## src/hdl/efi_pkg.sv

```systemverilog
`timescale 1ns / 1ps
`default_nettype none

package efi_pkg;

  localparam int SQ_W  = 63;
  localparam int MAG_W = 36;
  localparam logic [SQ_W-1:0] SQ_CAP = {1'b1, {(SQ_W-1){1'b0}}};

  localparam logic [1:0] REG_MODE  = 2'd0;
  localparam logic [1:0] REG_LIMIT = 2'd1;
  localparam logic [1:0] REG_JRE   = 2'd2;
  localparam logic [1:0] REG_JIM   = 2'd3;

  localparam logic [1:0] MODE_MANDEL = 2'd0;
  localparam logic [1:0] MODE_JULIA  = 2'd1;
  localparam logic [1:0] MODE_SHIP   = 2'd2;

  typedef logic [1:0] step_t;
  localparam step_t STEP_IDLE = 2'd0;
  localparam step_t STEP_MUL  = 2'd1;
  localparam step_t STEP_EVAL = 2'd2;

  typedef enum logic [1:0] {
    COND_NEXT    = 2'd0,
    COND_WAIT_IN = 2'd1,
    COND_TEST    = 2'd2
  } cond_t;

  typedef struct packed {
    logic  take_in;
    logic  mul;
    logic  eval;
    cond_t cond;
    step_t next_step;
    step_t jump_step;
  } uword_t;

  typedef struct packed {
    logic in_valid;
    logic slot_free;
    logic finished;
  } efi_status_t;

  typedef struct packed {
    logic take_in;
    logic load;
    logic mul;
    logic update;
    logic commit;
  } efi_ctrl_t;

  function automatic uword_t ucode(input step_t step);
    uword_t w;
    w = '{take_in: 1'b0, mul: 1'b0, eval: 1'b0, cond: COND_NEXT,
          next_step: STEP_IDLE, jump_step: STEP_IDLE};
    case (step)
      STEP_IDLE: begin
        w.take_in   = 1'b1;
        w.cond      = COND_WAIT_IN;
        w.next_step = STEP_MUL;
      end
      STEP_MUL: begin
        w.mul       = 1'b1;
        w.next_step = STEP_EVAL;
      end
      STEP_EVAL: begin
        w.eval      = 1'b1;
        w.cond      = COND_TEST;
        w.next_step = STEP_MUL;
        w.jump_step = STEP_IDLE;
      end
      default: begin
        w.next_step = STEP_IDLE;
      end
    endcase
    return w;
  endfunction

endpackage

`default_nettype wire

```

## src/hdl/efi_useq.sv

```systemverilog
`timescale 1ns / 1ps
`default_nettype none

module efi_useq (
  input  wire                  clk,
  input  wire                  rst,
  input  efi_pkg::efi_status_t status,
  output efi_pkg::efi_ctrl_t   ctrl
);
  import efi_pkg::*;

  step_t  step;
  step_t  step_next;
  uword_t word;

  assign word = ucode(step);

  always_comb begin
    case (word.cond)
      COND_NEXT:    step_next = word.next_step;
      COND_WAIT_IN: step_next = status.in_valid ? word.next_step : step;
      COND_TEST: begin
        if (!status.finished) begin
          step_next = word.next_step;
        end else if (status.slot_free) begin
          step_next = word.jump_step;
        end else begin
          step_next = step;
        end
      end
      default:      step_next = STEP_IDLE;
    endcase
  end

  always_ff @(posedge clk) begin
    if (rst) begin
      step <= STEP_IDLE;
    end else begin
      step <= step_next;
    end
  end

  always_comb begin
    ctrl.take_in = word.take_in;
    ctrl.load    = word.take_in & status.in_valid;
    ctrl.mul     = word.mul;
    ctrl.update  = word.eval & ~status.finished;
    ctrl.commit  = word.eval & status.finished & status.slot_free;
  end

endmodule

`default_nettype wire

```

## config.mk

```make
export PLATFORM = sky130hd
export DESIGN_NAME = efi_useq
export DESIGN_NICKNAME = d
export VERILOG_FILES = /design/src/hdl/efi_pkg.sv /design/src/hdl/efi_useq.sv
export SDC_FILE = /design/constraint.sdc
export NUM_CORES = 1
export LEC_CHECK = 0
export BUFFER_PORTS_ARGS = -buffer_cell sky130_fd_sc_hd__buf_2
export CORE_AREA = 2 2 39 41
export CTS_BUF_LIST = sky130_fd_sc_hd__clkbuf_4 sky130_fd_sc_hd__clkbuf_8 sky130_fd_sc_hd__clkbuf_16
export DETAILED_ROUTE_END_ITERATION = 7
export DIE_AREA = 0 0 41 43
export SLEW_MARGIN = 20
export SYNTH_ARGS = -nofsm -noshare
export SYNTH_HDL_FRONTEND = slang
export SYNTH_SLANG_ARGS = --single-unit
```

## constraint.sdc

```tcl
create_clock -name clk -period 2.8 [get_ports clk]
set_clock_uncertainty 0.15 [all_clocks]
set_input_delay 0.42 -clock clk [delete_from_list [all_inputs] [get_ports clk]]
set_output_delay 0.42 -clock clk [all_outputs]
set_load 0.03 [all_outputs]
```

==> out/qor.txt <==
Critical setup path kind: reg -> out
Worst vdd rail ir drop: 0.07925 mV
Mapped Cells: 12
CP Data Arrival Time: 1070 ps
Cell Area, Synth: 120.1 um^2
Final worst path period share: 58.51%
CTS-repair resized insts: 0
IO Pins: 10
Number of antenna diodes: 0
Yosys warns: 0
Largest net degree at the start of global routing: 8
Global route total overflow: 0
ANT nets after route: 0
Clk slew on worst S/H paths: 30 ps
Post-DP HPWL: 242.4 um
Top cell type's share of synthesized area: 33.33%
Final Core Density: 14.47%
Count of different cell masters after synthesis: 10
Port bufs: 9
Relative slew margins: 81.22%
Routed WL per cell: 8.026 um
First-pass GRT wire length: 510 um
Max reg flops: 2
Max Clock Freq: 610.4 MHz
Die width: 41 um
DRT Pass-1 Iters: 1
Reg2Reg Setup Slack: 1750 ps
Pwr Density: 615.6 mW/mm^2
Critical path fanouts, max: 7
Mapped Avg Cell Area: 10.01 um^2
P_leak: 0.1020 nW
Worst Hold End: step[0]$_SDFFE_PP0P_
Post-CTS Setup Bufs: 0
Worst Hold Launch: rst
Final min period: 1638 ps
Core ar.: 0.001384 mm^2
Crit end category: output port
Type of the tightest min-delay check: in -> reg
Worst skew pair latency: 220 ps
Most flops, register: step
Slew @ Worst Pin: 278.0 ps
DRC viols: 0
Syn_nets: 17
Initial Util: 8.680%
Antenna violations before repair: 0
Clock root buffer: clkbuf_4
Maximum root-to-sink buffer count: 2
RSZ-0062 raised after global routing: no
Vias in the first global route: 123
Worst EP required: 2230 ps
Startpoint types: flop
Run status: complete, no violations
Vias: 128
Post-CTS Hold Fix Bufs: 0
Final #Nets: 30
Sequential area share after synthesis: 33.33%
Max cap viols: 0
CTS Buf Count: 3
H-tree lvl count: 1
Via density: 3.282
GRT Resource Usage Total: 5.711%
Share of post-route cells with drive strength above 1: 56.52%
Die Y: 43 um
Area grow syn2layout: 66.67%
Rows: 14
Final hold violations: 0
Hold Path Depth: 2
Top cell type by total area after synthesis: dfxtp_1
Die area: 0.001763 mm^2
1st-iter DRT viols: 0
Total Routed Length: 313 um
Final Setup Violations: 0
Number of synthesized register bits: 2
CTS tree: built
Setup TNS Final: 0 ps
GPL Wtd Cong: 0.6036
Clock sink count: 2
Reg2reg start: step[1]$_SDFFE_PP0P_
Critical R2R Capture: step[1]$_SDFFE_PP0P_
Largest regs: step (2)
Worst R2R Path Depth: 2
Max-slew violations: 0
Most frequent cells in the layout: 9 x buf_2, 3 x clkbuf_4, 2 x nor2_1, 2 x dfxtp_1
Top post-synthesis cells by area: dfxtp_1 33%, a2111oi_2 13%, and4b_1 8.3%, nor4bb_1 8.3%, o21ba_1 8.3%
Commonest non-fill, non-tap cell in the layout: buf_2
-- cells by family (layout without fill, tap and decap cells) --
logic type	count (synthesis)	in the layout	share of synthesized area [%]
AND/OR/NAND/NOR	7	7	39.60
AO/OA/AOI/OAI	2	2	20.83
flip-flops	2	2	33.33
buffers and inverters	1	12	6.252
-- how the worst max path moves through the flow --
stage,start,end,slack (ps)
finish,step[1]$_SDFFE_PP0P_,ctrl[3],1160
global route,step[1]$_SDFFE_PP0P_,ctrl[3],1060
CTS,step[1]$_SDFFE_PP0P_,ctrl[3],1120
detailed placement,status[0],ctrl[1],1310
global placement,status[0],ctrl[1],1300
floorplan,step[1]$_SDFFE_PP0P_,ctrl[3],1060
-- cell usage after synthesis (all sizes together) --
library cell	number
nor4bb	1
o21ba	1
a2111oi	1
dfxtp	2
nor3b	1
nor2b	1
buf	1
nor2	2
and4b	1
and2	1
-- power by group --
part	leakage, nW	switching [W]	total (W)	internal [W]
clock	0.0138	0.0000164	0.0000637	0.0000473
combinational	0.0717	0.0000160	0.0000259	0.00000987
sequential	0.0165	0.00000294	0.0000337	0.0000307
total	0.102	0.0000353	0.000123	0.0000879
-- per-stage QoR --
| step | power, W | cell area (um^2) | worst slack, ps | cells | hold WS, ps |
|---|---|---|---|---|---|
| after global placement | 0.00006033 | 177.7 | 1305 | 36 | 352.9 |
| after floorplan | 0.00005224 | 120.1 | 1058 | 12 | 321.3 |
| after detailed placement | 0.00006060 | 177.7 | 1311 | 36 | 352.6 |
| final | 0.0001232 | 200.2 | 1162 | 39 | 236.1 |
| after global routing | 0.0001382 | 200.2 | 1058 | 39 | 220.7 |
| after CTS | 0.0001287 | 200.2 | 1125 | 39 | 230.9 |
-- worst max-delay path, cell delays in order, from the launching register on --
cell and delay [ps]:
dfxtp_1 350, nor2_1 170, and2_1 140, buf_2 190
-- area by class of cell --
cell class                      instances  area (um^2)
Timing Repair Buffer                    9        45.04
Multi-Input combinational cell          9        72.57
Clock buffer                            3        22.52
Fill cell                             164         1184
Tap cell                               16        20.02
Sequential cell                         2        40.04
-- routing by layer --
metal	track usage, %	vias to the layer above	wire length [um]
li1	-	68	-
met1	4.792	53	146
met2	4.688	7	124
met3	7.853	0	42
met4	8.000	0	0
met5	0	-	0
Power figures use the tool's default switching activity.
